--- config.mk ---
export PLATFORM = sky130hd
export DESIGN_NAME = midpoint_circle_rasterizer_unit
export DESIGN_NICKNAME = d
export VERILOG_FILES = /design/src/rtl/core/mcr_pkg.sv /design/src/rtl/core/mcr_walk.sv /design/src/rtl/core/mcr_emit.sv /design/src/rtl/core/midpoint_circle_rasterizer_unit.sv
export SDC_FILE = /design/constraint.sdc
export NUM_CORES = 1
export LEC_CHECK = 0
export BUFFER_PORTS_ARGS = -buffer_cell sky130_fd_sc_hd__buf_2
export CAP_MARGIN = 10
export CELL_PAD_IN_SITES_DETAIL_PLACEMENT = 1
export CELL_PAD_IN_SITES_GLOBAL_PLACEMENT = 1
export CORE_ASPECT_RATIO = 0.75
export CORE_UTILIZATION = 45
export DETAILED_ROUTE_END_ITERATION = 8
export PLACE_DENSITY = 0.87
export SLEW_MARGIN = 15
export SYNTH_ARGS = -nofsm -noshare
export SYNTH_HDL_FRONTEND = slang
export SYNTH_SLANG_ARGS = --single-unit
--- constraint.sdc ---
create_clock -name clock -period 7.89 [get_ports clock]
set_input_delay 0 -clock clock [delete_from_list [all_inputs] [get_ports clock]]
set_output_delay 0 -clock clock [all_outputs]
set_load 0.005 [all_outputs]
--- src/rtl/core/mcr_pkg.sv ---
package mcr_pkg;

   localparam int COORD_BITS_DEF  = 12;
   localparam int RADIUS_BITS_DEF = 10;

   // Width of every result coordinate on the result port.
   localparam int OUT_W       = 14;
   localparam int KIND_W      = 2;
   localparam int OUT_DATA_W  = ((3 * OUT_W + 7) / 8) * 8;
   localparam int OUT_PAD_W   = OUT_DATA_W - 3 * OUT_W;

   typedef enum logic {
      CMD_START = 1'b0,
      CMD_TICK  = 1'b1
   } cmd_type;

   typedef enum logic [KIND_W-1:0] {
      KIND_POINT = 2'd0,
      KIND_SPAN  = 2'd1,
      KIND_DONE  = 2'd2
   } kind_type;

   typedef enum logic [2:0] {
      PH_OUTLINE = 3'b001,
      PH_FILL    = 3'b010,
      PH_DONE    = 3'b100
   } phase_type;

   // A step tick handed from the walk to the result sequencer.
   typedef struct packed {
      logic      valid;
      phase_type phase;
   } step_ctl_type;

endpackage

--- src/rtl/core/mcr_walk.sv ---
module mcr_walk import mcr_pkg::*; #(
   parameter int COORD_BITS  = COORD_BITS_DEF,
   parameter int RADIUS_BITS = RADIUS_BITS_DEF
) (
   input  logic                          clock,
   input  logic                          reset,
   input  logic                          accept,
   input  logic                          cmd,
   input  logic [COORD_BITS-1:0]         center_x,
   input  logic [COORD_BITS-1:0]         center_y,
   input  logic [RADIUS_BITS-1:0]        radius,
   input  logic                          fill_mode,
   output step_ctl_type                  snap,
   output logic [COORD_BITS-1:0]         snap_col,
   output logic [COORD_BITS-1:0]         snap_row,
   output logic signed [RADIUS_BITS:0]   snap_ox,
   output logic signed [RADIUS_BITS:0]   snap_oy
);

   localparam int OFF_W = RADIUS_BITS + 1;
   localparam int DEC_W = RADIUS_BITS + 3;
   localparam int EXT_W = DEC_W + 1;
   localparam logic signed [OFF_W-1:0] OFF_ONE = 1;
   localparam logic signed [DEC_W-1:0] DEC_ONE = 1;
   localparam logic signed [EXT_W-1:0] EXT_ONE = 1;

   logic [COORD_BITS-1:0]         center_col_ff, center_col_in;
   logic [COORD_BITS-1:0]         center_row_ff, center_row_in;
   logic [RADIUS_BITS-1:0]        radius_ff, radius_in;
   logic                          fill_ff, fill_in;
   logic signed [OFF_W-1:0]       off_x_ff, off_x_in;
   logic signed [OFF_W-1:0]       off_y_ff, off_y_in;
   logic signed [DEC_W-1:0]       dec_ff, dec_in;
   phase_type                     phase_ff, phase_in;

   logic signed [EXT_W-1:0]       d_e, ox_e, oy_e, r_e, dy_e, t_e, d_n;
   logic signed [OFF_W-1:0]       ox_n, oy_n;
   logic signed [OFF_W-1:0]       held_oy;
   logic signed [DEC_W-1:0]       held_dec;
   logic                          ended;

   // One midpoint decision step from the current walk position.
   always_comb begin
      d_e  = EXT_W'(dec_ff);
      ox_e = EXT_W'(off_x_ff);
      oy_e = EXT_W'(off_y_ff);
      r_e  = EXT_W'($signed({1'b0, radius_ff}));
      dy_e = r_e - oy_e;
      t_e  = oy_e - ox_e - EXT_ONE;
      d_n  = d_e;
      ox_n = off_x_ff;
      oy_n = off_y_ff;
      if (d_e >= ox_e + ox_e) begin
         d_n  = d_e - (ox_e + ox_e + EXT_ONE);
         ox_n = off_x_ff + OFF_ONE;
      end else if (d_e < dy_e + dy_e) begin
         d_n  = d_e + oy_e + oy_e - EXT_ONE;
         oy_n = off_y_ff - OFF_ONE;
      end else begin
         d_n  = d_e + t_e + t_e;
         ox_n = off_x_ff + OFF_ONE;
         oy_n = off_y_ff - OFF_ONE;
      end
      ended = oy_n < ox_n;
   end

   assign held_oy  = $signed({1'b0, radius_ff});
   assign held_dec = DEC_W'($signed({1'b0, radius_ff})) - DEC_ONE;

   always_comb begin
      center_col_in = center_col_ff;
      center_row_in = center_row_ff;
      radius_in     = radius_ff;
      fill_in       = fill_ff;
      off_x_in      = off_x_ff;
      off_y_in      = off_y_ff;
      dec_in        = dec_ff;
      phase_in      = phase_ff;
      if (accept) begin
         if (cmd == CMD_START) begin
            center_col_in = center_x;
            center_row_in = center_y;
            radius_in     = radius;
            fill_in       = fill_mode;
            off_x_in      = '0;
            off_y_in      = $signed({1'b0, radius});
            dec_in        = DEC_W'($signed({1'b0, radius})) - DEC_ONE;
            phase_in      = PH_OUTLINE;
         end else begin
            unique case (phase_ff)
               PH_OUTLINE: begin
                  off_x_in = ox_n;
                  off_y_in = oy_n;
                  dec_in   = DEC_W'(d_n);
                  if (ended) begin
                     if (fill_ff) begin
                        off_x_in = '0;
                        off_y_in = held_oy;
                        dec_in   = held_dec;
                        phase_in = PH_FILL;
                     end else begin
                        phase_in = PH_DONE;
                     end
                  end
               end
               PH_FILL: begin
                  off_x_in = ox_n;
                  off_y_in = oy_n;
                  dec_in   = DEC_W'(d_n);
                  if (ended) begin
                     phase_in = PH_DONE;
                  end
               end
               default: begin
                  phase_in = PH_DONE;
               end
            endcase
         end
      end
   end

   always_ff @(posedge clock) begin
      center_col_ff <= center_col_in;
      center_row_ff <= center_row_in;
      radius_ff     <= radius_in;
      fill_ff       <= fill_in;
      off_x_ff      <= off_x_in;
      off_y_ff      <= off_y_in;
      dec_ff        <= dec_in;
      if (reset) begin
         phase_ff <= PH_DONE;
      end else begin
         phase_ff <= phase_in;
      end
   end

   // The results of a tick come from the position before its advance.
   always_comb begin
      snap.valid = accept && (cmd == CMD_TICK);
      if (phase_ff == PH_OUTLINE || phase_ff == PH_FILL) begin
         snap.phase = phase_ff;
      end else begin
         snap.phase = PH_DONE;
      end
   end

   assign snap_col = center_col_ff;
   assign snap_row = center_row_ff;
   assign snap_ox  = off_x_ff;
   assign snap_oy  = off_y_ff;

endmodule

--- src/rtl/core/mcr_emit.sv ---
module mcr_emit import mcr_pkg::*; #(
   parameter int COORD_BITS  = COORD_BITS_DEF,
   parameter int RADIUS_BITS = RADIUS_BITS_DEF
) (
   input  logic                          clock,
   input  logic                          reset,
   input  step_ctl_type                  snap,
   input  logic [COORD_BITS-1:0]         snap_col,
   input  logic [COORD_BITS-1:0]         snap_row,
   input  logic signed [RADIUS_BITS:0]   snap_ox,
   input  logic signed [RADIUS_BITS:0]   snap_oy,
   output logic                          step_ready,
   input  logic                          out_ready,
   output logic                          out_valid,
   output kind_type                      out_kind,
   output logic signed [OUT_W-1:0]       out_x_left,
   output logic signed [OUT_W-1:0]       out_x_right,
   output logic signed [OUT_W-1:0]       out_row_y,
   output logic                          out_last
);

   localparam int OFF_W = RADIUS_BITS + 1;
   localparam int SUM_W = ((COORD_BITS > RADIUS_BITS) ? COORD_BITS : RADIUS_BITS) + 2;
   localparam int IDX_W = 3;
   localparam logic [IDX_W-1:0] IDX_ONE     = 1;
   localparam logic [IDX_W-1:0] IDX_OUTLINE = 7;
   localparam logic [IDX_W-1:0] IDX_FILL    = 3;

   // Pending slot: one accepted tick waiting for the sequencer.
   logic                    pend_valid_ff, pend_valid_in;
   phase_type               pend_phase_ff, pend_phase_in;
   logic [COORD_BITS-1:0]   pend_col_ff, pend_col_in;
   logic [COORD_BITS-1:0]   pend_row_ff, pend_row_in;
   logic signed [OFF_W-1:0] pend_ox_ff, pend_ox_in;
   logic signed [OFF_W-1:0] pend_oy_ff, pend_oy_in;

   // Tick whose results are being sent.
   logic                    job_valid_ff, job_valid_in;
   phase_type               job_phase_ff, job_phase_in;
   logic [COORD_BITS-1:0]   job_col_ff, job_col_in;
   logic [COORD_BITS-1:0]   job_row_ff, job_row_in;
   logic signed [OFF_W-1:0] job_ox_ff, job_ox_in;
   logic signed [OFF_W-1:0] job_oy_ff, job_oy_in;
   logic [IDX_W-1:0]        idx_ff, idx_in;

   logic                    out_valid_ff, out_valid_in;
   kind_type                out_kind_ff, out_kind_in;
   logic signed [OUT_W-1:0] out_xl_ff, out_xl_in;
   logic signed [OUT_W-1:0] out_xr_ff, out_xr_in;
   logic signed [OUT_W-1:0] out_ry_ff, out_ry_in;
   logic                    out_last_ff, out_last_in;

   logic                    out_free, job_take;
   logic [IDX_W-1:0]        idx_last;
   logic signed [SUM_W-1:0] cx_s, cy_s, ox_s, oy_s;
   logic signed [SUM_W-1:0] xpa, xma, xpb, xmb, ypa, yma, ypb, ymb;

   assign out_free   = !out_valid_ff || out_ready;
   assign step_ready = !pend_valid_ff;

   always_comb begin
      unique case (job_phase_ff)
         PH_OUTLINE: idx_last = IDX_OUTLINE;
         PH_FILL:    idx_last = IDX_FILL;
         default:    idx_last = '0;
      endcase
   end

   assign job_take = !job_valid_ff || (out_free && idx_ff == idx_last);

   always_comb begin
      pend_valid_in = snap.valid || (pend_valid_ff && !job_take);
      pend_phase_in = pend_phase_ff;
      pend_col_in   = pend_col_ff;
      pend_row_in   = pend_row_ff;
      pend_ox_in    = pend_ox_ff;
      pend_oy_in    = pend_oy_ff;
      if (snap.valid) begin
         pend_phase_in = snap.phase;
         pend_col_in   = snap_col;
         pend_row_in   = snap_row;
         pend_ox_in    = snap_ox;
         pend_oy_in    = snap_oy;
      end
   end

   always_comb begin
      job_valid_in = job_valid_ff;
      job_phase_in = job_phase_ff;
      job_col_in   = job_col_ff;
      job_row_in   = job_row_ff;
      job_ox_in    = job_ox_ff;
      job_oy_in    = job_oy_ff;
      idx_in       = idx_ff;
      if (job_take) begin
         job_valid_in = pend_valid_ff;
         job_phase_in = pend_phase_ff;
         job_col_in   = pend_col_ff;
         job_row_in   = pend_row_ff;
         job_ox_in    = pend_ox_ff;
         job_oy_in    = pend_oy_ff;
         idx_in       = '0;
      end else if (out_free) begin
         idx_in = idx_ff + IDX_ONE;
      end
   end

   assign cx_s = SUM_W'($signed({1'b0, job_col_ff}));
   assign cy_s = SUM_W'($signed({1'b0, job_row_ff}));
   assign ox_s = SUM_W'(job_ox_ff);
   assign oy_s = SUM_W'(job_oy_ff);
   assign xpa  = cx_s + ox_s;
   assign xma  = cx_s - ox_s;
   assign xpb  = cx_s + oy_s;
   assign xmb  = cx_s - oy_s;
   assign ypa  = cy_s + ox_s;
   assign yma  = cy_s - ox_s;
   assign ypb  = cy_s + oy_s;
   assign ymb  = cy_s - oy_s;

   always_comb begin
      out_valid_in = out_valid_ff;
      out_kind_in  = out_kind_ff;
      out_xl_in    = out_xl_ff;
      out_xr_in    = out_xr_ff;
      out_ry_in    = out_ry_ff;
      out_last_in  = out_last_ff;
      if (out_free) begin
         out_valid_in = job_valid_ff;
         out_last_in  = (idx_ff == idx_last);
         unique case (job_phase_ff)
            PH_OUTLINE: begin
               out_kind_in = KIND_POINT;
               unique case (idx_ff)
                  3'd0: begin out_xl_in = OUT_W'(xpa); out_ry_in = OUT_W'(ypb); end
                  3'd1: begin out_xl_in = OUT_W'(xpb); out_ry_in = OUT_W'(ypa); end
                  3'd2: begin out_xl_in = OUT_W'(xma); out_ry_in = OUT_W'(ypb); end
                  3'd3: begin out_xl_in = OUT_W'(xmb); out_ry_in = OUT_W'(ypa); end
                  3'd4: begin out_xl_in = OUT_W'(xpa); out_ry_in = OUT_W'(ymb); end
                  3'd5: begin out_xl_in = OUT_W'(xpb); out_ry_in = OUT_W'(yma); end
                  3'd6: begin out_xl_in = OUT_W'(xma); out_ry_in = OUT_W'(ymb); end
                  default: begin out_xl_in = OUT_W'(xmb); out_ry_in = OUT_W'(yma); end
               endcase
               out_xr_in = out_xl_in;
            end
            PH_FILL: begin
               out_kind_in = KIND_SPAN;
               unique case (idx_ff)
                  3'd0: begin
                     out_xl_in = OUT_W'(xmb);
                     out_xr_in = OUT_W'(xpb);
                     out_ry_in = OUT_W'(ypa);
                  end
                  3'd1: begin
                     out_xl_in = OUT_W'(xma);
                     out_xr_in = OUT_W'(xpa);
                     out_ry_in = OUT_W'(ypb);
                  end
                  3'd2: begin
                     out_xl_in = OUT_W'(xma);
                     out_xr_in = OUT_W'(xpa);
                     out_ry_in = OUT_W'(ymb);
                  end
                  default: begin
                     out_xl_in = OUT_W'(xmb);
                     out_xr_in = OUT_W'(xpb);
                     out_ry_in = OUT_W'(yma);
                  end
               endcase
            end
            default: begin
               out_kind_in = KIND_DONE;
               out_xl_in   = '0;
               out_xr_in   = '0;
               out_ry_in   = '0;
            end
         endcase
      end
   end

   always_ff @(posedge clock) begin
      pend_phase_ff <= pend_phase_in;
      pend_col_ff   <= pend_col_in;
      pend_row_ff   <= pend_row_in;
      pend_ox_ff    <= pend_ox_in;
      pend_oy_ff    <= pend_oy_in;
      job_phase_ff  <= job_phase_in;
      job_col_ff    <= job_col_in;
      job_row_ff    <= job_row_in;
      job_ox_ff     <= job_ox_in;
      job_oy_ff     <= job_oy_in;
      idx_ff        <= idx_in;
      out_kind_ff   <= out_kind_in;
      out_xl_ff     <= out_xl_in;
      out_xr_ff     <= out_xr_in;
      out_ry_ff     <= out_ry_in;
      out_last_ff   <= out_last_in;
      if (reset) begin
         pend_valid_ff <= 1'b0;
         job_valid_ff  <= 1'b0;
         out_valid_ff  <= 1'b0;
      end else begin
         pend_valid_ff <= pend_valid_in;
         job_valid_ff  <= job_valid_in;
         out_valid_ff  <= out_valid_in;
      end
   end

   assign out_valid   = out_valid_ff;
   assign out_kind    = out_kind_ff;
   assign out_x_left  = out_xl_ff;
   assign out_x_right = out_xr_ff;
   assign out_row_y   = out_ry_ff;
   assign out_last    = out_last_ff;

endmodule

--- src/rtl/core/midpoint_circle_rasterizer_unit.sv ---
// Pipeline: a step tick's results pass through the pending slot, the job register and
// the output register. A start gives no result; a tick gives eight points (outline),
// four spans (fill) or one done marker, at one result per cycle on the result port
// while rsp_tready is held high.
// Reset: synchronous, active high; the walk enters the done phase and all queues empty.
module midpoint_circle_rasterizer_unit import mcr_pkg::*; #(
   parameter int COORD_BITS  = COORD_BITS_DEF,
   parameter int RADIUS_BITS = RADIUS_BITS_DEF,
   localparam int IN_W       = 2 * COORD_BITS + RADIUS_BITS + 1,
   localparam int IN_DATA_W  = ((IN_W + 7) / 8) * 8
) (
   input  logic                   clock,
   input  logic                   reset,
   input  logic                   req_tvalid,
   output logic                   req_tready,
   // center_x, center_y, radius, fill_mode, zero pad
   input  logic [IN_DATA_W-1:0]   req_tdata,
   // cmd
   input  logic [0:0]             req_tuser,
   output logic                   rsp_tvalid,
   input  logic                   rsp_tready,
   // x_left, x_right, row_y, zero pad
   output logic [OUT_DATA_W-1:0]  rsp_tdata,
   // kind
   output logic [KIND_W-1:0]      rsp_tuser,
   output logic                   rsp_tlast
);

   localparam int CY_LO = COORD_BITS;
   localparam int R_LO  = 2 * COORD_BITS;
   localparam int F_BIT = 2 * COORD_BITS + RADIUS_BITS;

   step_ctl_type                snap;
   logic [COORD_BITS-1:0]       snap_col, snap_row;
   logic signed [RADIUS_BITS:0] snap_ox, snap_oy;
   logic                        accept;
   kind_type                    out_kind;
   logic signed [OUT_W-1:0]     out_xl, out_xr, out_ry;

   assign accept = req_tvalid && req_tready;

   mcr_walk #(
      .COORD_BITS  (COORD_BITS),
      .RADIUS_BITS (RADIUS_BITS)
   ) u_walk (
      .clock     (clock),
      .reset     (reset),
      .accept    (accept),
      .cmd       (req_tuser[0]),
      .center_x  (req_tdata[COORD_BITS-1:0]),
      .center_y  (req_tdata[CY_LO +: COORD_BITS]),
      .radius    (req_tdata[R_LO +: RADIUS_BITS]),
      .fill_mode (req_tdata[F_BIT]),
      .snap      (snap),
      .snap_col  (snap_col),
      .snap_row  (snap_row),
      .snap_ox   (snap_ox),
      .snap_oy   (snap_oy)
   );

   mcr_emit #(
      .COORD_BITS  (COORD_BITS),
      .RADIUS_BITS (RADIUS_BITS)
   ) u_emit (
      .clock       (clock),
      .reset       (reset),
      .snap        (snap),
      .snap_col    (snap_col),
      .snap_row    (snap_row),
      .snap_ox     (snap_ox),
      .snap_oy     (snap_oy),
      .step_ready  (req_tready),
      .out_ready   (rsp_tready),
      .out_valid   (rsp_tvalid),
      .out_kind    (out_kind),
      .out_x_left  (out_xl),
      .out_x_right (out_xr),
      .out_row_y   (out_ry),
      .out_last    (rsp_tlast)
   );

   assign rsp_tdata = {{OUT_PAD_W{1'b0}}, out_ry, out_xr, out_xl};
   assign rsp_tuser = out_kind;

   // A done marker is always the only and final result of its tick.
   a_done_last : assert property (@(posedge clock) disable iff (reset)
      (rsp_tvalid && out_kind == KIND_DONE) |-> rsp_tlast)
      else $error("done marker without last");

   a_done_zero : assert property (@(posedge clock) disable iff (reset)
      (rsp_tvalid && out_kind == KIND_DONE) |-> (out_xl == '0 && out_xr == '0 && out_ry == '0))
      else $error("done marker with nonzero coordinates");

   // A point has equal left and right columns.
   a_point_width : assert property (@(posedge clock) disable iff (reset)
      (rsp_tvalid && out_kind == KIND_POINT) |-> (out_xl == out_xr))
      else $error("point with differing columns");

   a_ready_after_reset : assert property (@(posedge clock) disable iff (reset)
      $past(reset) |-> req_tready)
      else $error("input not ready after reset");

endmodule

-- Word-level counts from Yosys, hierarchy flattened
Index checks and enable logic that the tools add are counted.
- register bits: 222
- input bits: 45
- logic and storage cells: 125
- output and inout bits: 53
- reduce and logical (&&, ||, !) cells: 23
- equality and inequality tests: 14
- bitwise operators: 1
- add/sub/neg operators: 25
- $lt $le $gt $ge: 3
- mux-type cells: 31
- operators with widths (cell ; number):
    $pmux W14 S3 ; 3
    $pmux W14 S2 ; 3
    $mux W11 ; 7
    $mux W13 ; 5
    $add A13 B11 Y14 ; 4
    $sub A13 B11 Y14 ; 4
    $pmux W11 S2 ; 2
    $mux W14 ; 2
    $add A13 B11 Y13 ; 2
    $add A13 B13 Y13 ; 2
    $pmux W13 S2 ; 1
    $sub A13 B2 Y13 const B ; 2
    $sub A11 B11 Y12 ; 2
    $sub A10 B1 Y11 const B ; 2
    $add A14 B14 Y14 ; 1
    $lt A13 B14 Y1 ; 1
    $reduce_or A2 Y1 ; 7
    $add A12 B2 Y13 const B ; 1
    $ge A13 B12 Y1 ; 1
    $sub A13 B13 Y13 ; 1
    $add A11 B11 Y12 ; 1
    $eq A3 B2 Y1 const B ; 4
    $mux W3 ; 4
    $pmux W3 S2 ; 2
    other kinds (18) ; 33

-- Longest topological paths before layout
- word-level depth: 10
- gate-level depth with buffers: 36
- depth with buffers taken out: 35

-- By module
A second synthesis with hierarchy kept.
- cell total of the unflattened synthesis: 1860
- area total of the unflattened synthesis: 17905.9 µm²
- modules (own cells, without submodules) (module ; area an instance (µm²) ; cells each ; instances ; sequential area each (µm²)):
    mcr_emit ; 11055.6 ; 1116 ; 1 ; 4384.2
    mcr_walk ; 6795.3 ; 736 ; 1 ; 2162.1
    midpoint_circle_rasterizer_unit ; 55.1 ; 8 ; 1 ; 0.0

-- Worst setup path after synthesis
Ideal clock, no wire load.
- kind: register to register
- start: register u_walk.radius_ff[0]
- end: register u_walk.dec_ff[8], data pin
- period minus slack after synthesis: 6430 ps
- stages on the path, launching flop included: 37
- data required time: 7631 ps
- arrival time: 6171 ps
- buffers on the path: 2
- slack: 1460 ps
- library setup time: 259 ps
- cell sequence: edfxtp_1 -> inv_1 -> ha_1 -> inv_1 -> fa_1 -> nand2_1 -> nand2_1 -> a21oi_1 -> o21ai_0 -> and2_1 -> o21ai_0 -> nand2_1 -> a21oi_1 -> o21bai_1 -> a21oi_1 -> xnor2_1 -> ha_1 -> a21o_1 -> a21oi_1 -> o21ai_0 -> nor3_1 -> nor2_1 -> nand2_1 -> nand4_1 -> nor3_1 -> xnor2_1 -> ha_1 -> clkbuf_1 -> nand4_1 -> inv_1 -> nand3_1 -> nor4b_2 -> a31oi_4 -> a31oi_4 -> nand2_2 -> buf_6 -> o31a_1
- word-level cells in the longest chain between the ends: 9
- elaborated cells between the ends (all ways): 13
- those cells by class: 3 x add/sub; 2 x order compare; 8 x mux
- RTL lines (item ; line ; RTL):
    start: declaration ; mcr_walk.sv:29 ; logic [RADIUS_BITS-1:0] radius_ff, radius_in;
    start signal: assignment ; mcr_walk.sv:125 ; radius_ff <= radius_in;
    $sub A11 B11 Y12 ; mcr_walk.sv:48 ; dy_e = r_e - oy_e;
    $add A14 B14 Y14 ; mcr_walk.sv:56 ; end else if (d_e < dy_e + dy_e) begin
    $lt A13 B14 Y1 ; mcr_walk.sv:56 ;
    $mux W11 or $mux W13 (tied branches) ; mcr_walk.sv:56 ;
    $mux W11 or $mux W13 (tied branches) ; mcr_walk.sv:53 ; if (d_e >= ox_e + ox_e) begin
    $lt A11 B11 Y1 or $mux W13 (tied branches) ; mcr_walk.sv:64, mcr_walk.sv:96 ;
    $mux W13 ; mcr_walk.sv:95 ; if (ended) begin
    $pmux W13 S2 (*) ; mcr_walk.sv:90 ; unique case (phase_ff)
    $mux W13 (*) ; mcr_walk.sv:80 ; if (cmd == CMD_START) begin
    end signal: assignment ; mcr_walk.sv:129 ; dec_ff <= dec_in;
    end: declaration ; mcr_walk.sv:33 ; logic signed [DEC_W-1:0] dec_ff, dec_in;
Mark *: on every way between the ends. The rest lies on a longest branch, timed or not.
A chain may end at the register's enable or synchronous reset.

-- Worst setup path after layout
- start: register u_walk.radius_ff[0]
- end: register u_walk.off_y_ff[7] (netlist: u_walk.snap_oy[7]), data pin
- word-level cells in the longest chain between the ends: 9
- RTL lines (item ; line ; RTL):
    $sub A11 B11 Y12 ; mcr_walk.sv:48 ;
    $add A14 B14 Y14 ; mcr_walk.sv:56 ;
    $lt A13 B14 Y1 ; mcr_walk.sv:56 ;
    $mux W11 ; mcr_walk.sv:56 ;
    $mux W11 ; mcr_walk.sv:53 ;
    $lt A11 B11 Y1 ; mcr_walk.sv:64 ; ended = oy_n < ox_n;
    $mux W11 ; mcr_walk.sv:95 ;
    $pmux W11 S2 ; mcr_walk.sv:90 ;
    $mux W10 ; mcr_walk.sv:80 ;
    end signal: assignment ; mcr_walk.sv:128 ; off_y_ff <= off_y_in;
    end: declaration ; mcr_walk.sv:32 ; logic signed [OFF_W-1:0] off_y_ff, off_y_in;
Every way passes these cells.

==> summary.txt <==
Yosys
  – Compound-gate portion of the synthesized area: 0.189
  – Main combinational cell family by area after synthesis: compound AO/OA/AOI/OAI gates
  – Adder-cell share of the synthesized area: 0.157
  – Synth Flop Type: edfxtp_1
  – Syn. warnings: 0
  – Mapped Avg Cell Area: between 9 and 10 um^2
  – Post-synthesis cell type count: 84
  – Synthesized cell area: about 0.017 mm^2
  – Sequential fraction of the synthesis area: 0.376
  – Mux cell area share after synthesis: 0.0278
  – Ys async rst share: 0
  – Synth Area in Simple Gates: 0.109
  – Synth Instances: 1,772
  – Post-synthesis register bit count: ~220
  – Post-synth EDFFs: 212
  – Synthesized-area fraction occupied by xor and xnor cells: 0.0890

Layout
  – FF+latch area: between 0.006 and 0.007 mm^2
  – Multi-input logic area: 0.0100 mm^2
  – Fraction of layout cells with a size suffix above 1: 0.103
  – Antenna cells: 0
  – Number of fill cells: 4,267
  – Final Cell Area: about 0.020 mm^2
  – Commonest non-fill, non-tap cell in the layout: edfxtp_1
  – Most frequent cells in the layout: edfxtp_1 (212), ha_1 (198), inv_1 (161)
  – P&R area growth vs syn: 13.0%
  – NumNets Final: approximately 2,100

CTS
  – Latest clock arrival within the worst-skew pair: around 560 ps
  – CTS HTree Levels: 1
  – CTS tree: built
  – Clock tree sinks: 221
  – Cts bufs inserted: 24
  – Clk buf depth: 3
  – Clk slew on worst S/H paths: 60 ps
  – CTS Root Cell: clkbuf_16

Timing
  – Worst setup margin: 399 ps
  – Worst-Margin Slew: 1160 ps
  – Tcrit/Tclk final: 0.949
  – RSZ-0062 raised after global routing: no
  – Clk_skew: 18.6 ps
  – Fin Setup TNS: 0 ps
  – Slew headroom: 0.225
  – Tmin final: ~7500 ps
  – Final-report hold violation count: 0
  – Fin Hold WS: about 130 ps
  – Fmax: ~130 MHz
  – Final Setup Violations: 0
  – Slew Viols, Final: 0

Detailed routing
  – Final WL: between 50 and 60 mm
  – DRC viols: 0
  – Via count: roughly 15,000
  – Drt first pass iters: 5
  – Initial detailed-routing violation count: approximately 1,400
  – Final ANT Viol Nets: 0
  – Routed length per instance: about 24 um
  – Vias per cell: 6.11

Pwr
  – Leakage: about 0.0082 uW
  – Clock power share: 0.331
  – Combinational power share: 0.282
  – Switching share of power: 0.322
  – VDD IR max: ~0.13 mV
  – Int Pwr: between 2000 and 2500 uW
  – Switching power: around 1200 uW
  – Sequential power share: 0.387
  – Pwr dens: about 180 mW/mm^2

Floorplan
  – Die span in y: about 170 um
  – Row count: 61
  – Die ar.: 0.0395 mm^2
  – Die width: ~230 um
  – Core area: ~0.038 mm^2
  – Top Ports: approximately 100
  – Initial Util: 0.463

Place
  – Final GP Congestion: a little over 0.9
  – Post-Place Cell Area: 0.0184 mm^2
  – HPWL Detailed: between 40 and 50 mm
  – Pre-CTS setup slack: between 600 and 700 ps
  – Port-buffer cells: between 80 and 90

Run
  – Max_cap viols: 0

Critical path
  – WS Path Type: register to register
  – Max Fanout on Critical Path: 6
  – Slowest cell on crit path: edfxtp_1
  – Data required time of the worst path: around 8000 ps
  – Max incr delay on CP: 460 ps
  – FF-to-FF path depth: 36
  – CP Data Arrival Time: approximately 7800 ps
  – Critical path capture point type: register
  – Crit start category: register

Run status
  – Status: finished, final reports clean

GRT
  – Vias in the first global route: ~15,000
  – Largest net degree at the start of global routing: 53
  – GRT Total Usage: 0.289
  – Grt ovf: 0
  – Wire length of the first global-routing pass: around 88 mm
  – Initial antenna violation count: 0

Worst hold path
  – Worst hold path class: input port to register
  – Hold path cells: 5
==> timing repair <==
action	4_1_cts	5_1_grt
hold buffers	38	0
endpoints found under the hold margin	54	0
buffers inserted	0	3
endpoints found under the setup margin	0	23
resized for setup	0	3
==> cells in the mapped netlist (7+ instances only) <==
library cell | n | share of area
edfxtp_1 | 212 | 0.37
ha_1 | 198 | 0.14
inv_1 | 162 | 0.035
xnor2_1 | 138 | 0.069
a21oi_1 | 131 | 0.038
nor2_1 | 123 | 0.027
o21ai_0 | 101 | 0.029
nand2_1 | 96 | 0.021
nor3_1 | 45 | 0.013
o21bai_1 | 45 | 0.019
clkbuf_1 | 44 | 0.0095
xor2_1 | 37 | 0.019
a21o_1 | 30 | 0.013
mux2i_1 | 28 | 0.016
o21a_1 | 24 | 0.010
nor2b_1 | 23 | 0.0083
a211oi_1 | 22 | 0.0095
nand3_1 | 22 | 0.0063
o211ai_1 | 18 | 0.0078
o22ai_1 | 15 | 0.0054
a22oi_1 | 14 | 0.0060
a31oi_1 | 13 | 0.0047
fa_1 | 13 | 0.015
nand4_1 | 13 | 0.0047
nand2b_1 | 12 | 0.0043
and3_1 | 11 | 0.0040
or3_1 | 11 | 0.0040
and2_1 | 10 | 0.0036
dfxtp_1 | 9 | 0.010
o22a_1 | 9 | 0.0045
buf_4 | 7 | 0.0030
mux4_2 | 7 | 0.0091
nor3b_1 | 7 | 0.0030
==> area by class of cell <==
cell class              count  share of cell area
inverters                 169              0.0323
clock buffers              33              0.0338
clock inverters            10             0.00719
flip-flops and latches    221               0.333
well taps                 504              0.0321
multi-input cells        1325               0.510
repair buffers            152              0.0519
==> state kept, by name, indices dropped and copies added, names as in the netlist, 13 cells and up <==
signal,cells
u_emit.out_row_y,14
u_emit.out_x_left,13
u_emit.out_x_right,14
u_walk.dec_ff,13
==> power groups by stage <==
stage | clock, uW | sequential [uW] | combinational [uW]
after global placement | 0 | 1420 | 904
after global routing | 1240 | 1400 | 1100
final | 1190 | 1400 | 1020
after CTS | 1210 | 1400 | 993
after detailed placement | 0 | 1420 | 962
after floorplan | 0 | 1400 | 702
==> cell families (layout without fill, tap and decap cells) <==
| family | Yosys count | in the layout |
|---|---|---|
| and+or+nand+nor | 396 | 396 |
| muxes | 39 | 39 |
| adders and majority gates | 211 | 211 |
| DFF | 221 | 221 |
| buffers and inverters | 231 | 364 |
| xor gates and xnor gates | 176 | 176 |
| other | 1 | 6 |
| AOI/OAI and AO/OA | 497 | 497 |
==> stage by stage <==
step	utilization	std cells	power, uW
floorplan	-	1777	2100
global placement	0.491	2330	2320
detailed placement	0.491	2330	2380
CTS	0.523	2411	3600
global route	0.524	2414	3750
finish	0.524	2414	3610
==> critical path: cells and delay by family, from the launching register on <==
| family | cells | cell delay [ps] |
|---|---|---|
| AOI/OAI and AO/OA | 14 | 2890 |
| adders and majority gates | 4 | 1190 |
| DFF | 1 | 460 |
| xor gates and xnor gates | 2 | 280 |
| buffers and inverters | 4 | 620 |
| and+or+nand+nor | 12 | 1790 |
==> metal layers <==
metal | track usage | share of wire | wire, um
met4 | 0.0867 | 0.029 | 1640
met1 | 0.401 | 0.45 | 25800
met5 | 0 | 0 | 0
met2 | 0.459 | 0.44 | 25300
met3 | 0.0505 | 0.083 | 4770
==> path summary, 6_finish.rpt <==
check	startpoint	end	slack, ps
hold reg to reg	u_emit.pend_ox_ff[6]$_DFFE_PP_	u_emit.job_ox_ff[6]$_DFFE_PP_	410
hold / removal	req_tvalid	u_emit.pend_valid_ff$_SDFF_PP0_	130
setup reg to reg	u_walk.radius_ff[0]$_DFFE_PP_	u_walk.snap_oy[7]$_DFFE_PP_	400
setup / recovery	u_walk.radius_ff[0]$_DFFE_PP_	u_walk.snap_oy[7]$_DFFE_PP_	400
(Power assumes the default switching activity.)
